<file path="src/rtl/tgd_pkg.sv">
// Package for the tilt gesture detector: field widths, register indexes,
// reset values, item kinds, commands and the structs passed between modules.
// No dependencies.
`default_nettype none

package tgd_pkg;

    localparam int SAMPLE_W   = 16;
    localparam int SUM_W      = 24;
    localparam int THR_W      = 15;
    localparam int HOLD_W     = 8;
    localparam int CNT_W      = 8;
    localparam int CMD_W      = 2;
    localparam int CFG_IDX_W  = 2;
    localparam int CFG_DATA_W = 15;
    localparam int QDEPTH     = 2;

    // register indexes on the configuration port
    localparam logic [CFG_IDX_W-1:0] REG_ENABLE    = 2'd0;
    localparam logic [CFG_IDX_W-1:0] REG_THRESHOLD = 2'd1;
    localparam logic [CFG_IDX_W-1:0] REG_HOLDOFF   = 2'd2;

    localparam logic              RST_ENABLE    = 1'b1;
    localparam logic [THR_W-1:0]  RST_THRESHOLD = 15'd4000;
    localparam logic [HOLD_W-1:0] RST_HOLDOFF   = 8'd5;

    typedef enum logic {
        OP_TICK   = 1'b0,
        OP_SAMPLE = 1'b1
    } t_op;

    typedef enum logic [CMD_W-1:0] {
        CMD_NONE  = 2'd0,
        CMD_LEFT  = 2'd1,
        CMD_RIGHT = 2'd2
    } t_cmd;

    typedef enum logic [1:0] {
        KIND_CAL_SAMPLE = 2'd0,
        KIND_IGNORE     = 2'd1,
        KIND_TICK       = 2'd2,
        KIND_SAMPLE     = 2'd3
    } t_kind;

    typedef struct packed {
        t_kind                       kind;
        logic                        cal_last;
        logic signed [SAMPLE_W-1:0]  sample;
    } t_task;

    typedef struct packed {
        t_cmd                        command;
        logic                        ready_res;
        logic                        calibrating;
        logic signed [SAMPLE_W-1:0]  corrected;
    } t_result;

    typedef struct packed {
        logic busy;
        logic done;
    } t_div_stat;

endpackage

`default_nettype wire

</file>
<file path="src/rtl/tgd_front.sv">
// Front end: accepts input transactions and tags each with its kind.
// Counts calibration samples itself. Depends on tgd_pkg.
`default_nettype none

module tgd_front #(
    parameter int CAL_SAMPLES = 100
) (
    input  wire logic                          i_clk,
    input  wire logic                          i_rst_n,
    input  wire logic                          i_in_valid,
    output logic                               o_in_ready,
    input  wire logic                          i_operation,
    input  wire logic [tgd_pkg::SAMPLE_W-1:0]  i_sample,
    input  wire logic                          i_q_full,
    output logic                               o_push,
    output tgd_pkg::t_task                     o_task
);
    import tgd_pkg::*;

    localparam logic [CNT_W-1:0] CAL_N    = CNT_W'(CAL_SAMPLES);
    localparam logic [CNT_W-1:0] CAL_LAST = CNT_W'(CAL_SAMPLES - 1);

    logic [CNT_W-1:0] r_cal_cnt;
    logic [CNT_W-1:0] n_cal_cnt;
    logic             w_calib;
    logic             w_accept;

    assign o_in_ready = !i_q_full;
    assign w_accept   = i_in_valid && !i_q_full;
    assign w_calib    = r_cal_cnt < CAL_N;
    assign o_push     = w_accept;

    always_comb begin
        o_task.sample   = $signed(i_sample);
        o_task.cal_last = 1'b0;
        n_cal_cnt       = r_cal_cnt;
        if (w_calib) begin
            if (t_op'(i_operation) == OP_SAMPLE) begin
                o_task.kind     = KIND_CAL_SAMPLE;
                o_task.cal_last = (r_cal_cnt == CAL_LAST);
                if (w_accept) begin
                    n_cal_cnt = r_cal_cnt + 1'b1;
                end
            end else begin
                o_task.kind = KIND_IGNORE;
            end
        end else if (t_op'(i_operation) == OP_SAMPLE) begin
            o_task.kind = KIND_SAMPLE;
        end else begin
            o_task.kind = KIND_TICK;
        end
    end

    always_ff @(posedge i_clk) begin
        if (!i_rst_n) begin
            r_cal_cnt <= '0;
        end else begin
            r_cal_cnt <= n_cal_cnt;
        end
    end

endmodule

`default_nettype wire

</file>
<file path="src/rtl/tgd_fifo.sv">
// Short queue of tagged items between the front and back ends.
// Depends on tgd_pkg.
`default_nettype none

module tgd_fifo (
    input  wire logic    i_clk,
    input  wire logic    i_rst_n,
    input  wire logic    i_push,
    input  tgd_pkg::t_task i_data,
    output logic         o_full,
    output logic         o_valid,
    output tgd_pkg::t_task o_data,
    input  wire logic    i_pop
);
    import tgd_pkg::*;

    localparam int AW = $clog2(QDEPTH);
    localparam int CW = $clog2(QDEPTH + 1);

    t_task           r_mem [QDEPTH];
    logic [AW-1:0]   r_wr_ptr;
    logic [AW-1:0]   r_rd_ptr;
    logic [CW-1:0]   r_count;

    assign o_full  = (r_count == CW'(QDEPTH));
    assign o_valid = (r_count != '0);
    assign o_data  = r_mem[r_rd_ptr];

    always_ff @(posedge i_clk) begin
        if (i_push) begin
            r_mem[r_wr_ptr] <= i_data;
        end
    end

    always_ff @(posedge i_clk) begin
        if (!i_rst_n) begin
            r_wr_ptr <= '0;
            r_rd_ptr <= '0;
            r_count  <= '0;
        end else begin
            if (i_push) begin
                r_wr_ptr <= (r_wr_ptr == AW'(QDEPTH - 1)) ? '0 : r_wr_ptr + 1'b1;
            end
            if (i_pop) begin
                r_rd_ptr <= (r_rd_ptr == AW'(QDEPTH - 1)) ? '0 : r_rd_ptr + 1'b1;
            end
            case ({i_push, i_pop})
                2'b10:   r_count <= r_count + 1'b1;
                2'b01:   r_count <= r_count - 1'b1;
                default: r_count <= r_count;
            endcase
        end
    end

endmodule

`default_nettype wire

</file>
<file path="src/rtl/tgd_div.sv">
// Divider by a fixed divisor through a constant reciprocal: the dividend is
// registered, then multiplied and shifted in the next cycle. Depends on tgd_pkg.
`default_nettype none

module tgd_div #(
    parameter int DIVISOR = 100
) (
    input  wire logic                       i_clk,
    input  wire logic                       i_rst_n,
    input  wire logic                       i_start,
    input  wire logic [tgd_pkg::SUM_W-1:0]  i_dividend,
    output tgd_pkg::t_div_stat              o_stat,
    output logic [tgd_pkg::SUM_W-1:0]       o_quotient
);
    import tgd_pkg::*;

    // ceil(2^(SUM_W+L) / DIVISOR) yields the exact floor quotient for every
    // unsigned SUM_W-bit dividend
    localparam int              L       = $clog2(DIVISOR);
    localparam int              SH      = SUM_W + L;
    localparam int              PW      = 2 * SUM_W + 1;
    localparam longint unsigned RECIP_L = ((64'd1 << SH) + 64'(DIVISOR) - 64'd1)
                                          / 64'(DIVISOR);
    localparam logic [SUM_W:0]  RECIP   = (SUM_W + 1)'(RECIP_L);

    logic                r_busy;
    logic                r_done;
    logic [SUM_W-1:0]    r_arg;
    logic [SUM_W-1:0]    r_quo;
    logic [PW-1:0]       w_prod;
    logic [PW-1:0]       w_quo_sh;

    assign w_prod     = {{(SUM_W + 1){1'b0}}, r_arg} * {{SUM_W{1'b0}}, RECIP};
    assign w_quo_sh   = w_prod >> SH;
    assign o_stat     = '{busy: r_busy, done: r_done};
    assign o_quotient = r_quo;

    always_ff @(posedge i_clk) begin
        if (i_start) begin
            r_arg <= i_dividend;
        end
        if (r_busy) begin
            r_quo <= w_quo_sh[SUM_W-1:0];
        end
    end

    always_ff @(posedge i_clk) begin
        if (!i_rst_n) begin
            r_busy <= 1'b0;
            r_done <= 1'b0;
        end else begin
            r_busy <= i_start;
            r_done <= r_busy;
        end
    end

endmodule

`default_nettype wire

</file>
<file path="src/rtl/tgd_back.sv">
// Back end: carries out tagged items against the detector state and the
// configuration registers, and holds the result register. Depends on tgd_pkg.
`default_nettype none

module tgd_back (
    input  wire logic                           i_clk,
    input  wire logic                           i_rst_n,
    input  wire logic                           i_cfg_we,
    input  wire logic [tgd_pkg::CFG_IDX_W-1:0]  i_cfg_index,
    input  wire logic [tgd_pkg::CFG_DATA_W-1:0] i_cfg_data,
    input  wire logic                           i_task_valid,
    input  tgd_pkg::t_task                      i_task,
    output logic                                o_pop,
    output logic                                o_div_start,
    output logic [tgd_pkg::SUM_W-1:0]           o_div_dividend,
    input  tgd_pkg::t_div_stat                  i_div_stat,
    input  wire logic [tgd_pkg::SUM_W-1:0]      i_div_quotient,
    output logic                                o_out_valid,
    input  wire logic                           i_out_ready,
    output tgd_pkg::t_result                    o_result
);
    import tgd_pkg::*;

    logic                        r_enable;
    logic [THR_W-1:0]            r_threshold;
    logic [HOLD_W-1:0]           r_holdoff;
    logic signed [SUM_W-1:0]     r_cal_sum;
    logic [SAMPLE_W-1:0]         r_offset;
    logic [HOLD_W-1:0]           r_skip;
    logic                        r_ready;
    logic                        r_div_pend;
    logic                        r_out_valid;
    t_result                     r_out;

    logic signed [SUM_W-1:0]     n_cal_sum;
    logic [SAMPLE_W-1:0]         n_offset;
    logic [HOLD_W-1:0]           n_skip;
    logic                        n_ready;
    logic                        n_div_pend;
    t_result                     n_out;

    logic                        w_block;
    logic [SAMPLE_W-1:0]         w_corr;
    logic signed [SAMPLE_W:0]    w_x;
    logic signed [SAMPLE_W:0]    w_thr;
    logic signed [SAMPLE_W:0]    w_x_plus_thr;

    // hold items back while the calibration mean is being formed
    assign w_block     = r_div_pend || i_div_stat.busy || i_div_stat.done;
    assign o_pop       = i_task_valid && !w_block && (!r_out_valid || i_out_ready);
    assign o_div_start = r_div_pend;
    assign o_div_dividend = r_cal_sum[SUM_W-1] ? SUM_W'(-r_cal_sum) : SUM_W'(r_cal_sum);
    assign o_out_valid = r_out_valid;
    assign o_result    = r_out;

    assign w_corr       = i_task.sample + r_offset;
    assign w_x          = {w_corr[SAMPLE_W-1], w_corr};
    assign w_thr        = {2'b00, r_threshold};
    assign w_x_plus_thr = w_x + w_thr;

    always_comb begin
        n_cal_sum  = r_cal_sum;
        n_offset   = r_offset;
        n_skip     = r_skip;
        n_ready    = r_ready;
        n_div_pend = 1'b0;
        n_out      = '{command: CMD_NONE, ready_res: 1'b0, calibrating: 1'b0,
                       corrected: '0};

        if (i_div_stat.done) begin
            // offset is minus the truncated mean
            n_offset = r_cal_sum[SUM_W-1] ? i_div_quotient[SAMPLE_W-1:0]
                                          : SAMPLE_W'(-i_div_quotient[SAMPLE_W-1:0]);
        end

        if (o_pop) begin
            case (i_task.kind)
                KIND_CAL_SAMPLE: begin
                    n_cal_sum = r_cal_sum
                              + {{(SUM_W - SAMPLE_W){i_task.sample[SAMPLE_W-1]}},
                                 i_task.sample};
                    n_div_pend        = i_task.cal_last;
                    n_out.calibrating = !i_task.cal_last;
                end
                KIND_IGNORE: begin
                    n_out.calibrating = 1'b1;
                end
                KIND_TICK: begin
                    if (r_enable) begin
                        if (r_skip == '0) begin
                            n_ready = 1'b1;
                        end else begin
                            n_skip = r_skip - 1'b1;
                        end
                    end
                end
                KIND_SAMPLE: begin
                    if (r_ready) begin
                        n_ready         = 1'b0;
                        n_out.corrected = $signed(w_corr);
                        if (w_x > w_thr) begin
                            n_out.command = CMD_LEFT;
                            n_skip        = r_skip + r_holdoff;
                        end else if (w_x_plus_thr < 0) begin
                            n_out.command = CMD_RIGHT;
                            n_skip        = r_skip + r_holdoff;
                        end
                    end
                end
                default: begin
                    n_ready = r_ready;
                end
            endcase
            if (!r_enable) begin
                n_ready = 1'b0;
            end
            n_out.ready_res = n_ready;
        end

        // dropping enable clears ready at once
        if (i_cfg_we && (i_cfg_index == REG_ENABLE) && !i_cfg_data[0]) begin
            n_ready = 1'b0;
        end
    end

    always_ff @(posedge i_clk) begin
        if (o_pop) begin
            r_out <= n_out;
        end
    end

    always_ff @(posedge i_clk) begin
        if (!i_rst_n) begin
            r_enable    <= RST_ENABLE;
            r_threshold <= RST_THRESHOLD;
            r_holdoff   <= RST_HOLDOFF;
            r_cal_sum   <= '0;
            r_offset    <= '0;
            r_skip      <= '0;
            r_ready     <= 1'b0;
            r_div_pend  <= 1'b0;
            r_out_valid <= 1'b0;
        end else begin
            r_cal_sum  <= n_cal_sum;
            r_offset   <= n_offset;
            r_skip     <= n_skip;
            r_ready    <= n_ready;
            r_div_pend <= n_div_pend;
            if (o_pop) begin
                r_out_valid <= 1'b1;
            end else if (i_out_ready) begin
                r_out_valid <= 1'b0;
            end
            if (i_cfg_we) begin
                case (i_cfg_index)
                    REG_ENABLE:    r_enable    <= i_cfg_data[0];
                    REG_THRESHOLD: r_threshold <= i_cfg_data[THR_W-1:0];
                    REG_HOLDOFF:   r_holdoff   <= i_cfg_data[HOLD_W-1:0];
                    default:       r_enable    <= r_enable;
                endcase
            end
        end
    end

endmodule

`default_nettype wire

</file>
<file path="src/rtl/tilt_gesture_detector.sv">
// Top level of the tilt gesture detector: front end, item queue, back end
// and calibration divider. Depends on tgd_pkg and the tgd_* modules.
//
//  Channel   Direction  Handshake                   Payload
//  in        to block   i_in_valid / o_in_ready     i_operation, i_sample
//  out       from block o_out_valid / i_out_ready   o_command, o_ready_res,
//                                                   o_calibrating, o_corrected
//  cfg       to block   i_cfg_we (no wait)          i_cfg_index, i_cfg_data
//
// One item per cycle sustained while neither the output nor the divider stalls;
// each item passes the queue and then the output register, loaded as it leaves
// the queue. After the last calibration sample the back end holds the queue
// (start, multiply by the constant reciprocal, load the offset) while the mean is
// formed; the two-entry queue takes up to two transactions meanwhile.
// Reset is synchronous and active low; no clearing pass is needed.
// A stalled output register stalls the back end; a full queue drops o_in_ready.
`default_nettype none

module tilt_gesture_detector #(
    parameter int CAL_SAMPLES = 100
) (
    input  wire logic                           i_clk,
    input  wire logic                           i_rst_n,
    input  wire logic                           i_cfg_we,
    input  wire logic [tgd_pkg::CFG_IDX_W-1:0]  i_cfg_index,
    input  wire logic [tgd_pkg::CFG_DATA_W-1:0] i_cfg_data,
    input  wire logic                           i_in_valid,
    output logic                                o_in_ready,
    input  wire logic                           i_operation,
    input  wire logic [tgd_pkg::SAMPLE_W-1:0]   i_sample,
    output logic                                o_out_valid,
    input  wire logic                           i_out_ready,
    output logic [tgd_pkg::CMD_W-1:0]           o_command,
    output logic                                o_ready_res,
    output logic                                o_calibrating,
    output logic [tgd_pkg::SAMPLE_W-1:0]        o_corrected
);
    import tgd_pkg::*;

    logic              w_push;
    t_task             w_push_task;
    logic              w_q_full;
    logic              w_q_valid;
    t_task             w_q_task;
    logic              w_pop;
    logic              w_div_start;
    logic [SUM_W-1:0]  w_div_dividend;
    t_div_stat         w_div_stat;
    logic [SUM_W-1:0]  w_div_quotient;
    t_result           w_result;

    // classify each accepted transaction and push it into the queue
    tgd_front #(
        .CAL_SAMPLES (CAL_SAMPLES)
    ) u_front (
        .i_clk       (i_clk),
        .i_rst_n     (i_rst_n),
        .i_in_valid  (i_in_valid),
        .o_in_ready  (o_in_ready),
        .i_operation (i_operation),
        .i_sample    (i_sample),
        .i_q_full    (w_q_full),
        .o_push      (w_push),
        .o_task      (w_push_task)
    );

    // decouple the two ends
    tgd_fifo u_fifo (
        .i_clk   (i_clk),
        .i_rst_n (i_rst_n),
        .i_push  (w_push),
        .i_data  (w_push_task),
        .o_full  (w_q_full),
        .o_valid (w_q_valid),
        .o_data  (w_q_task),
        .i_pop   (w_pop)
    );

    // form the calibration mean by reciprocal multiplication
    tgd_div #(
        .DIVISOR (CAL_SAMPLES)
    ) u_div (
        .i_clk      (i_clk),
        .i_rst_n    (i_rst_n),
        .i_start    (w_div_start),
        .i_dividend (w_div_dividend),
        .o_stat     (w_div_stat),
        .o_quotient (w_div_quotient)
    );

    // execute items and hold the result register
    tgd_back u_back (
        .i_clk          (i_clk),
        .i_rst_n        (i_rst_n),
        .i_cfg_we       (i_cfg_we),
        .i_cfg_index    (i_cfg_index),
        .i_cfg_data     (i_cfg_data),
        .i_task_valid   (w_q_valid),
        .i_task         (w_q_task),
        .o_pop          (w_pop),
        .o_div_start    (w_div_start),
        .o_div_dividend (w_div_dividend),
        .i_div_stat     (w_div_stat),
        .i_div_quotient (w_div_quotient),
        .o_out_valid    (o_out_valid),
        .i_out_ready    (i_out_ready),
        .o_result       (w_result)
    );

    assign o_command     = w_result.command;
    assign o_ready_res   = w_result.ready_res;
    assign o_calibrating = w_result.calibrating;
    assign o_corrected   = w_result.corrected;

`ifndef SYNTHESIS
    // no result of a calibrating item carries a command or a corrected value
    a_calib_quiet: assert property (@(posedge i_clk) disable iff (!i_rst_n)
        (o_out_valid && o_calibrating) |-> (o_command == CMD_NONE && o_corrected == '0))
        else $error("command or corrected value during calibration");

    // a command comes only from a sample taken while ready, which clears ready
    a_cmd_clears_ready: assert property (@(posedge i_clk) disable iff (!i_rst_n)
        (o_out_valid && o_command != CMD_NONE) |-> !o_ready_res)
        else $error("ready still set after a command");

    // no item leaves the queue while the divider is still running
    a_hold_during_div: assert property (@(posedge i_clk) disable iff (!i_rst_n)
        w_div_stat.busy |-> !w_pop)
        else $error("item executed while calibration mean pending");

    // never push into a full queue
    a_no_overflow: assert property (@(posedge i_clk) disable iff (!i_rst_n)
        w_push |-> !w_q_full)
        else $error("push into full queue");
`endif

endmodule

`default_nettype wire

</file>
<file path="config.mk">
export PLATFORM = sky130hd
export DESIGN_NAME = tilt_gesture_detector
export DESIGN_NICKNAME = d
export VERILOG_FILES = /design/src/rtl/tgd_pkg.sv /design/src/rtl/tgd_front.sv /design/src/rtl/tgd_fifo.sv /design/src/rtl/tgd_div.sv /design/src/rtl/tgd_back.sv /design/src/rtl/tilt_gesture_detector.sv
export SDC_FILE = /design/constraint.sdc
export NUM_CORES = 1
export LEC_CHECK = 0
export BUFFER_PORTS_ARGS = -buffer_cell sky130_fd_sc_hd__buf_2
export CAP_MARGIN = 20
export CORE_MARGIN = 5
export CORE_UTILIZATION = 53
export DETAILED_ROUTE_END_ITERATION = 8
export GPL_TIMING_DRIVEN = 0
export PLACE_DENSITY_LB_ADDON = 0.15
export RECOVER_POWER = 25
export SETUP_SLACK_MARGIN = 0.15
export SLEW_MARGIN = 20
export SYNTH_ARGS = -nofsm -noshare
export SYNTH_HDL_FRONTEND = slang
export SYNTH_SLANG_ARGS = --single-unit
</file>
<file path="constraint.sdc">
create_clock -name i_clk -period 9.33 [get_ports i_clk]
set_input_delay 0 -clock i_clk [delete_from_list [all_inputs] [get_ports i_clk]]
set_output_delay 0 -clock i_clk [all_outputs]
set_load 0.05 [all_outputs]
</file>
==> out/results.ini, run 1 <==
[run_status]
status = complete, no violations

[timing]
fmax_mhz = 129.3
finalHoldViolCount = 0
tns_ps = 0
min_period_ps = 7732
worst_slew_pin_slew_ps = 1104
slew_viol_final = 0
maxSlewHeadroom = 0.2631
rsz0062_at_grt = no
fin_crit_sh = 0.8287
finalSetupViolations = 0
finalClockSkew_ps = 13.16

[hold_path]
hold_path.class = in2reg
min_from = i_in_valid

[setup_path]
worstSetupStartpoint = u_div.r_arg[4]
timing.rr.end = u_div.o_quotient[14]
r2r_setup_slack_ps = 1600
start_kind = flop
cpMostUsedCell = fa_1
slowest_delay_ps = 690
cp.required_ps = 9520
path_depth = 20
reg2reg_from = u_div.r_arg[4]
cp_num_buf_inv = 4
endpoint = u_div.o_quotient[14]
slowest_stage = edfxtp_1
critPathKind = reg2reg
worstPathArrival_ps = 7920
cpLargestDelayFamily = adder cells
cp-end-kind = flop
crit_chain = fa_1 > fa_1 > inv_1 > fa_1 > inv_1 > fa_1 > fa_1 > fa_1 > inv_1 > fa_1 > inv_1 > ha_1 > a21o_1 > a2111oi_2 > a311oi_1 > o41ai_2 > a21oi_1 > o31a_1 > or4b_1 > o211a_1
cp_max_fo = 10
ff2ff_path_depth = 20

[place]
placed_cell_area_um2 = 20510
portBuffers = 59
gp_congestion = 0.9454
place.detailed.hpwl_mm = 39.28
placedCellCount = 2462

[logic_synthesis]
synth_nets = 2499
synth_cell_type_count = 60
syn_area_um2 = 19610
synthArstFlopShare = 0
synth_seq_cells = 188
synth_ff_type = edfxtp_1
ys_seq_area_frac = 0.2420
syn-mean-instance-area_um2 = 10.14
ys_warn_count = 0
synth-edff-count = 98
syn_inst = 1934

[cells_and_area]
multi_input_area_um2 = 13410
nNetsFinal = 2615
seqCellArea_um2 = 4745
antenna_cells = 0
drive_gt1_frac = 0.04314
fin_cells = 2531
syn2layout_area_growth_pct = 9.233
fin_area_um2 = 21420
n_fill_cell = 3230

[clock_network]
post_cts_buffers = 0
cts_buffers = 17
clock-sinks = 188
insertion_delay_ps = 440
cts_htree_levels = 4
cts_tree = built
cts_buffer_depth = 2
clkSlewWorstSetupHoldPaths_ps = 70
cts_root_buf = clkbuf_16

[pwr]
irDropWorstVdd_v = 0.0002557
clkPwrFrac = 0.094
power.internal_w = 0.003921
p_per_area_nw_per_um2 = 362.0
pwr-share-comb = 0.748
swShare = 0.4944
seq_power_share = 0.158
p_leak_nw = 10.37
switching_power_w = 0.003833

[grt]
grt_pass1_wl_mm = 76.24
grt_overflow = 0
grtUsageTotal = 0.2352
grt_pass1_vias = 14484
grt_max_degree = 27
antenna_found_initial = 0

[floorplan]
die_h_um = 202.3
dieArea_um2 = 40940
initial_core_util = 0.5356
die_w_um = 202.3
coreArea_um2 = 36610
io-pin-count = 61
num_rows = 70

[flow_run]
cap_violations = 0

[route]
drtIter0Drc = 814
ant_nets = 0
dr.pass1.iters = 5
drt-wirelength-per-cell_um = 18.49
routed_wl_mm = 46.81
num_vias = 13764
via_per_inst = 5.438
drc = 0

## logic make-up after synthesis
family / synth area share
AO/OA/AOI/OAI: 0.09668
AND/OR/NAND/NOR: 0.1022
flip-flops: 0.2420
multiplexers: 0.02757
XOR/XNOR: 0.04377
buffers and inverters: 0.07447
adder cells (fa/ha/maj): 0.4134
## timing repair
item | 4_1_cts | 5_1_grt
gates resized for setup | 0 | 0
hold endpoints to repair | 62 | 0
setup endpoints to repair | 0 | 0
hold buffers | 37 | 0
## final cells by class
| type | count | share of cell area |
|---|---|---|
| multi-input combinational | 1357 | 0.6259 |
| sequential | 188 | 0.2215 |
| inverter | 356 | 0.06239 |
| timing repair buffer | 97 | 0.02991 |
| tap | 468 | 0.02734 |
| clock buffer | 20 | 0.02086 |
| clock inverter | 12 | 0.006309 |
| buffer | 33 | 0.005783 |
## power groups by stage
stage | registers, W | logic [W] | clock network, W
global placement | 0.00124 | 0.00567 | 0
CTS | 0.00122 | 0.00584 | 0.000742
floorplan | 0.00135 | 0.00426 | 0
detailed placement | 0.00124 | 0.00575 | 0
global route | 0.00124 | 0.00660 | 0.000779
finish | 0.00123 | 0.00580 | 0.000731
## metrics by stage
step	utilization	hold WS, ps	worst slack, ps	total power, W
global route	0.5850	67.33	1266	0.008615
finish	0.5850	41.19	1598	0.007754
CTS	0.5861	23.90	1565	0.007806
floorplan	-	98.87	2455	0.005609
global placement	0.5596	187.7	1595	0.006909
detailed placement	0.5601	191.0	1599	0.006986
## state kept, by name, indices dropped and copies added, names as in the netlist, 2 cells and up, named ones only
signal,count
u_back.r_holdoff,8
u_back.r_threshold,15
u_fifo.r_count,2
u_div.r_arg,24
u_fifo.r_mem,38
u_div.o_quotient,16
u_back.o_result,20
u_back.r_cal_sum,24
u_back.r_offset,16
u_front.r_cal_cnt,8
u_back.r_skip,8
## routing by layer
metal  share of wire  track usage  vias up
met4           0.025      0.06426        0
met2            0.51       0.4240      251
li1                -            -     6730
met3           0.031      0.02727       61
met5               0            0        -
met1            0.44       0.3004     6722
## synthesized netlist by cell type (23+ instances only)
master / number / area share
dfxtp_1: 90 / 0.092
nor2_1: 59 / 0.011
ha_1: 323 / 0.21
clkbuf_1: 31 / 0.0059
a21o_1: 33 / 0.013
a21boi_0: 25 / 0.0096
mux2i_1: 36 / 0.018
xor2_1: 35 / 0.016
a21oi_1: 73 / 0.019
nor2b_1: 26 / 0.0083
o21ai_0: 51 / 0.013
and2_1: 29 / 0.0093
nand2_1: 130 / 0.025
inv_1: 356 / 0.068
nand3_1: 25 / 0.0064
xnor2_1: 63 / 0.028
edfxtp_1: 98 / 0.15
and3_1: 23 / 0.0073
fa_1: 203 / 0.21
## tightest hold or removal path, delay by kind of cell
kind / cells / cell delay, ps
buffers and inverters: 1 / 110
AO/OA/AOI/OAI: 1 / 100
AND/OR/NAND/NOR: 2 / 240
## worst min-delay path by stage
stage / end / cells past startpoint
floorplan: u_fifo.r_mem[0][0] / 0
global placement: u_fifo.r_mem[0][9] / 1
detailed placement: u_fifo.r_mem[1][11] / 1
CTS: u_fifo.r_wr_ptr / 4
global route: u_fifo.r_wr_ptr / 4
finish: u_fifo.r_wr_ptr / 4
## layout by cell type (no fill, tap or decap), drive strengths merged, types with 29 or more instances in the layout
| cell type | n |
|---|---|
| a21o | 33 |
| a21oi | 73 |
| and2 | 29 |
| buf | 30 |
| clkbuf | 83 |
| dfxtp | 90 |
| dlygate4sd3 | 37 |
| edfxtp | 98 |
| fa | 203 |
| ha | 323 |
| inv | 360 |
| mux2i | 36 |
| nand2 | 130 |
| nor2 | 59 |
| o21ai | 52 |
| xnor2 | 63 |
| xor2 | 35 |
No activity file was read; power rests on OpenSTA's default activity.
==> run 2, diff against run 1 <==
==> constraint.sdc (replaced) <==
create_clock -name i_clk -period 7.8 [get_ports i_clk]
set_input_delay 0 -clock i_clk [delete_from_list [all_inputs] [get_ports i_clk]]
set_output_delay 0 -clock i_clk [all_outputs]
set_load 0.05 [all_outputs]
==> run 2 against run 1 <==
  * Global-route usage increased by 0.089 points
  * Cell count rose by 0.67%
  * Clock skew increased by 0.67 ps
  * Worst setup slack worse by 1200 ps
  * Die area unchanged
  * Non-clock buffer count increased by 17
  * Cell area rose by 0.85%
  * Power up 21%
  * Routed wire length rose by 0.78%
  * Clock power grew 20%
  * Sequential cell count unchanged
  * Register-to-register slack got worse by 1200 ps
==> out/results.ini, run 2 (synthesized netlist as in run 1, its figures left out) <==
[setup_path]
cp_num_buf_inv = 4
cpMostUsedCell = fa_1
worstSetupStartpoint = u_div.r_arg[3]
cp.required_ps = 7990
cp-end-kind = flop
critPathKind = reg2reg
crit_chain = fa_1 > fa_1 > inv_1 > fa_1 > inv_1 > fa_1 > fa_1 > fa_1 > inv_1 > fa_1 > inv_1 > ha_1 > a21o_1 > a2111oi_4 > a311oi_4 > o41ai_4 > a21oi_1 > o31a_1 > or4b_1 > o211a_1
worstPathArrival_ps = 7550
reg2reg_from = u_div.r_arg[3]
slowest_delay_ps = 620
cp_max_fo = 5
cpLargestDelayFamily = adder cells
start_kind = flop
slowest_stage = fa_1

[place]
portBuffers = 59
place_ws_ps = 69.43
placedCellCount = 2462
place.detailed.hpwl_mm = 39.28
gp_congestion = 0.9454
placed_cell_area_um2 = 20510

[pwr]
p_per_area_nw_per_um2 = 436.1
p_leak_nw = 10.47
irDropWorstVdd_v = 0.0003370

[grt]
grt_max_degree = 27
grt_pass1_wl_mm = 76.45
grt_pass1_vias = 14522
grt_overflow = 0
grtUsageTotal = 0.2361
antenna_found_initial = 0

[timing]
tns_ps = 0
slew_viol_final = 0
finalHoldViolCount = 0
rsz0062_at_grt = yes
fmax_mhz = 135.9
finalClockSkew_ps = 13.83
fin_crit_sh = 0.9435
worst_slew_pin_slew_ps = 1095
min_period_ps = 7359
finalSetupViolations = 0
maxSlewHeadroom = 0.2687
fin_ws_ps = 440.8

[clock_network]
cts_buffer_depth = 2
cts_tree = built
cts_buffers = 17
insertion_delay_ps = 440
cts_htree_levels = 4
clkSlewWorstSetupHoldPaths_ps = 70
clock-sinks = 188
cts_root_buf = clkbuf_16

[cells_and_area]
fin_cells = 2548
nNetsFinal = 2632
final_util = 0.5900
antenna_cells = 0
largest_reg_flops = 38
n_fill_cell = 3210
largest_registers = u_fifo.r_mem x38, u_back.r_cal_sum x24, u_div.r_arg x24
top_register = u_fifo.r_mem
layout_commonest_cell = inv_1
syn2layout_area_growth_pct = 10.16
layout_common_cells = inv_1 (356), ha_1 (322), fa_1 (203)
fin_area_um2 = 21600
drive_gt1_frac = 0.05288

[flow_run]
cap_violations = 0

[run_status]
status = complete, no violations

[floorplan]
io-pin-count = 61
coreArea_um2 = 36610
die_w_um = 202.3
num_rows = 70
dieArea_um2 = 40940
die_h_um = 202.3
initial_core_util = 0.5356

[route]
routed_wl_mm = 47.17
drtIter0Drc = 848
drc = 0
drt-wirelength-per-cell_um = 18.51
dr.pass1.iters = 5
num_vias = 13875
via_per_inst = 5.445
ant_nets = 0

[hold_path]
hold_path.class = in2reg
min_from = i_in_valid

-- run 2: repair_timing --
item | in CTS | in global routing
hold buffers | 37 | 0
gates resized for setup | 1 | 7
endpoints found under the setup margin | 4 | 8
setup buffers | 3 | 14
hold endpoints to repair | 62 | 0
-- run 2: cell type report --
| class | instances | area (um2) | share of cell area |
|---|---|---|---|
| tap | 468 | 585.6 | 0.02711 |
| timing repair buffer | 114 | 768.2 | 0.03557 |
| clock buffer | 20 | 446.7 | 0.02068 |
| inverter | 356 | 1336 | 0.06187 |
| multi-input combinational | 1357 | 13460 | 0.6231 |
| sequential | 188 | 4745 | 0.2197 |
| clock inverter | 12 | 135.1 | 0.006256 |
| buffer | 33 | 123.9 | 0.005735 |
-- run 2: worst register-to-register path: stages (launching register included) --
cell and delay (ps):
edfxtp_1 530, fa_1 620, fa_1 550, inv_1 50
fa_1 470, inv_1 50, fa_1 460, fa_1 410
fa_1 520, inv_1 60, fa_1 530, inv_1 40
ha_1 340, a21o_1 260, a2111oi_4 470, a311oi_4 210
o41ai_4 400, a21oi_1 190, o31a_1 330, or4b_1 470
o211a_1 140
-- run 2: power by group --
part           switching [W]  leakage [nW]  internal [W]
clock               0.000390         0.279      0.000484
sequential          0.000111          1.65       0.00135
combinational        0.00417          8.54       0.00291
-- run 2: stage by stage --
step                      total power [W]  hold WS (ps)
after floorplan                  0.006709         98.87
after global placement           0.008264         187.7
after detailed placement         0.008357         191.0
after CTS                        0.009347         23.90
after global routing              0.01045         67.33
final                            0.009419         40.57
-- run 2: metal layers --
layer	up-vias	GRT usage	wire, um
met5	-	0	0
met4	0	0.06935	1285
met3	66	0.02792	1678
met2	272	0.4235	23790
met1	6782	0.3009	20420
li1	6755	-	-
-- run 2: final timing paths --
| path | slack, ps | depth (start not counted) | end |
|---|---|---|---|
| max | 440 | 20 | u_div.o_quotient[14] |
| min | 40 | 4 | u_fifo.r_wr_ptr |
| max reg2reg | 440 | 20 | u_div.o_quotient[14] |
| min reg2reg | 480 | 2 | u_back.r_skip[7] |
==> run 3, diff against run 2 <==
--- a/config.mk
+++ b/config.mk
@@ -7,6 +7,7 @@
 export LEC_CHECK = 0
 export BUFFER_PORTS_ARGS = -buffer_cell sky130_fd_sc_hd__buf_2
 export CAP_MARGIN = 20
+export CORE_ASPECT_RATIO = 0.9
 export CORE_MARGIN = 5
 export CORE_UTILIZATION = 53
 export DETAILED_ROUTE_END_ITERATION = 8
==> run 3 against run 2 <==
  * Routed wire length is 1.3% higher
  * Sequential cell count stayed put
  * Cell count is 0.63% higher
  * Cell area is 0.40% higher
  * Global-route usage is 0.68 points higher
  * Critical path depth is 2 higher
  * Largest cell class unchanged
  * Critical path type unchanged
  * Register-to-register slack worse by 70 ps
  * Sequential power hardly changed
==> out/results.ini, run 3 (synthesized netlist as in run 1, its figures left out) <==
[run_status]
status = complete, no violations

[cells_and_area]
antenna_cells = 0
n_fill_cell = 3122
largest_reg_flops = 38
final_util = 0.5968
largest_registers = u_fifo.r_mem x38, u_back.r_cal_sum x24, u_div.r_arg x24
layout_commonest_cell = inv_1
top_register = u_fifo.r_mem
fin_cells = 2564
syn2layout_area_growth_pct = 10.60
nNetsFinal = 2640
layout_common_cells = inv_1 (356), ha_1 (322), fa_1 (203)
drive_gt1_frac = 0.05651

[clock_network]
insertion_delay_ps = 460
cts_htree_levels = 4
cts_buffers = 17
cts_tree = built
clock-sinks = 188
cts_buffer_depth = 2
cts_root_buf = clkbuf_16
clkSlewWorstSetupHoldPaths_ps = 80

[route]
drt-wirelength-per-cell_um = 18.64
drtIter0Drc = 980
num_vias = 14016
drc = 0
ant_nets = 0
dr.pass1.iters = 5
routed_wl_mm = 47.80
via_per_inst = 5.466

[floorplan]
num_rows = 66
die_w_um = 212.7
die_h_um = 192.5
io-pin-count = 61
coreArea_um2 = 36330
initial_core_util = 0.5396
dieArea_um2 = 40950

[timing]
finalSetupViolations = 0
fin_crit_sh = 0.9529
rsz0062_at_grt = no
fin_ws_ps = 367.1
finalClockSkew_ps = 18.01
slew_viol_final = 0
min_period_ps = 7433
worst_slew_pin_slew_ps = 1189
finalHoldViolCount = 0
fmax_mhz = 134.5
tns_ps = 0
maxSlewHeadroom = 0.2065

[setup_path]
worstSetupStartpoint = u_div.r_arg[1]
cp-end-kind = flop
cp_max_fo = 7
worstPathArrival_ps = 7630
r2r_setup_slack_ps = 370
start_kind = flop
reg2reg_from = u_div.r_arg[1]
cp.required_ps = 8000
critPathKind = reg2reg

[hold_path]
min_from = i_in_valid
hold_path.class = in2reg

[grt]
grtUsageTotal = 0.2429
grt_max_degree = 27
grt_pass1_wl_mm = 76.82
antenna_found_initial = 1
grt_overflow = 0
grt_pass1_vias = 14412

[pwr]
p_total_w = 0.009437
p_leak_nw = 10.52
p_per_area_nw_per_um2 = 435.2
irDropWorstVdd_v = 0.0005941

[place]
place_ws_ps = -43.26
portBuffers = 59
gp_congestion = 0.9488
placedCellCount = 2470
place.detailed.hpwl_mm = 39.42

[flow_run]
cap_violations = 0

-- run 3: final timing paths --
kind	endpoint	cells past startpoint
worst max-delay path	u_div.o_quotient[14]	22
worst min-delay path	u_fifo.r_wr_ptr	4
worst max register to register	u_div.o_quotient[14]	22
worst min register to register	u_back.r_holdoff[0]	2
-- run 3: worst max-delay path: stages, from the launching register on --
cell and delay [ps]:
edfxtp_1 560, fa_1 670, fa_1 460, ha_1 300, inv_1 50, fa_1 500, inv_1 50, fa_1 490
fa_1 580, inv_1 70, fa_1 540, inv_1 50, ha_1 360, and4_1 220, and2_1 220, o211ai_1 210
a311oi_4 170, buf_12 170, o41ai_4 350, a21oi_1 190, o31a_1 330, or4b_1 470, o211a_1 140
-- run 3: cell type report --
class	count	area, um2	share of cell area
clock buffer	17	425.4	0.01962
buffer	33	123.9	0.005712
tap	476	595.6	0.02746
timing repair buffer	122	842.1	0.03883
inverter	356	1336	0.06162
sequential	188	4745	0.2188
clock inverter	15	168.9	0.007789
multi-input combinational	1357	13450	0.6202
-- run 3: layer usage --
metal | vias to the layer above | track usage | share of wire
met5 | - | 0 | 0
met4 | 0 | 0.03938 | 0.010
met3 | 30 | 0.06144 | 0.065
met2 | 336 | 0.3693 | 0.44
met1 | 6876 | 0.3595 | 0.48
li1 | 6774 | - | -
-- run 3: where the power goes --
part / internal, W / total (W) / switching [W] / leakage, nW
Clock: 0.000432 / 0.000879 / 0.000447 / 0.289
Combinational: 0.00293 / 0.00710 / 0.00417 / 8.58
Sequential: 0.00135 / 0.00146 / 0.000108 / 1.65
-- run 3: metrics by stage --
| step | hold slack [ps] | instance area, um2 |
|---|---|---|
| after global placement | 187.5 | 20500 |
| after CTS | 22.31 | 21520 |
| final | 33.48 | 21690 |
| after global routing | 45.80 | 21690 |
| after detailed placement | 190.7 | 20520 |
| after floorplan | 98.87 | 19610 |
-- run 3: what timing repair did --
item	in CTS	in global routing
cloned	0	0
buffers inserted	3	21
pin swaps	0	1
hold buffers	38	0
endpoints found under the hold margin	63	0
setup endpoints to repair	7	9
gates resized for setup	1	5
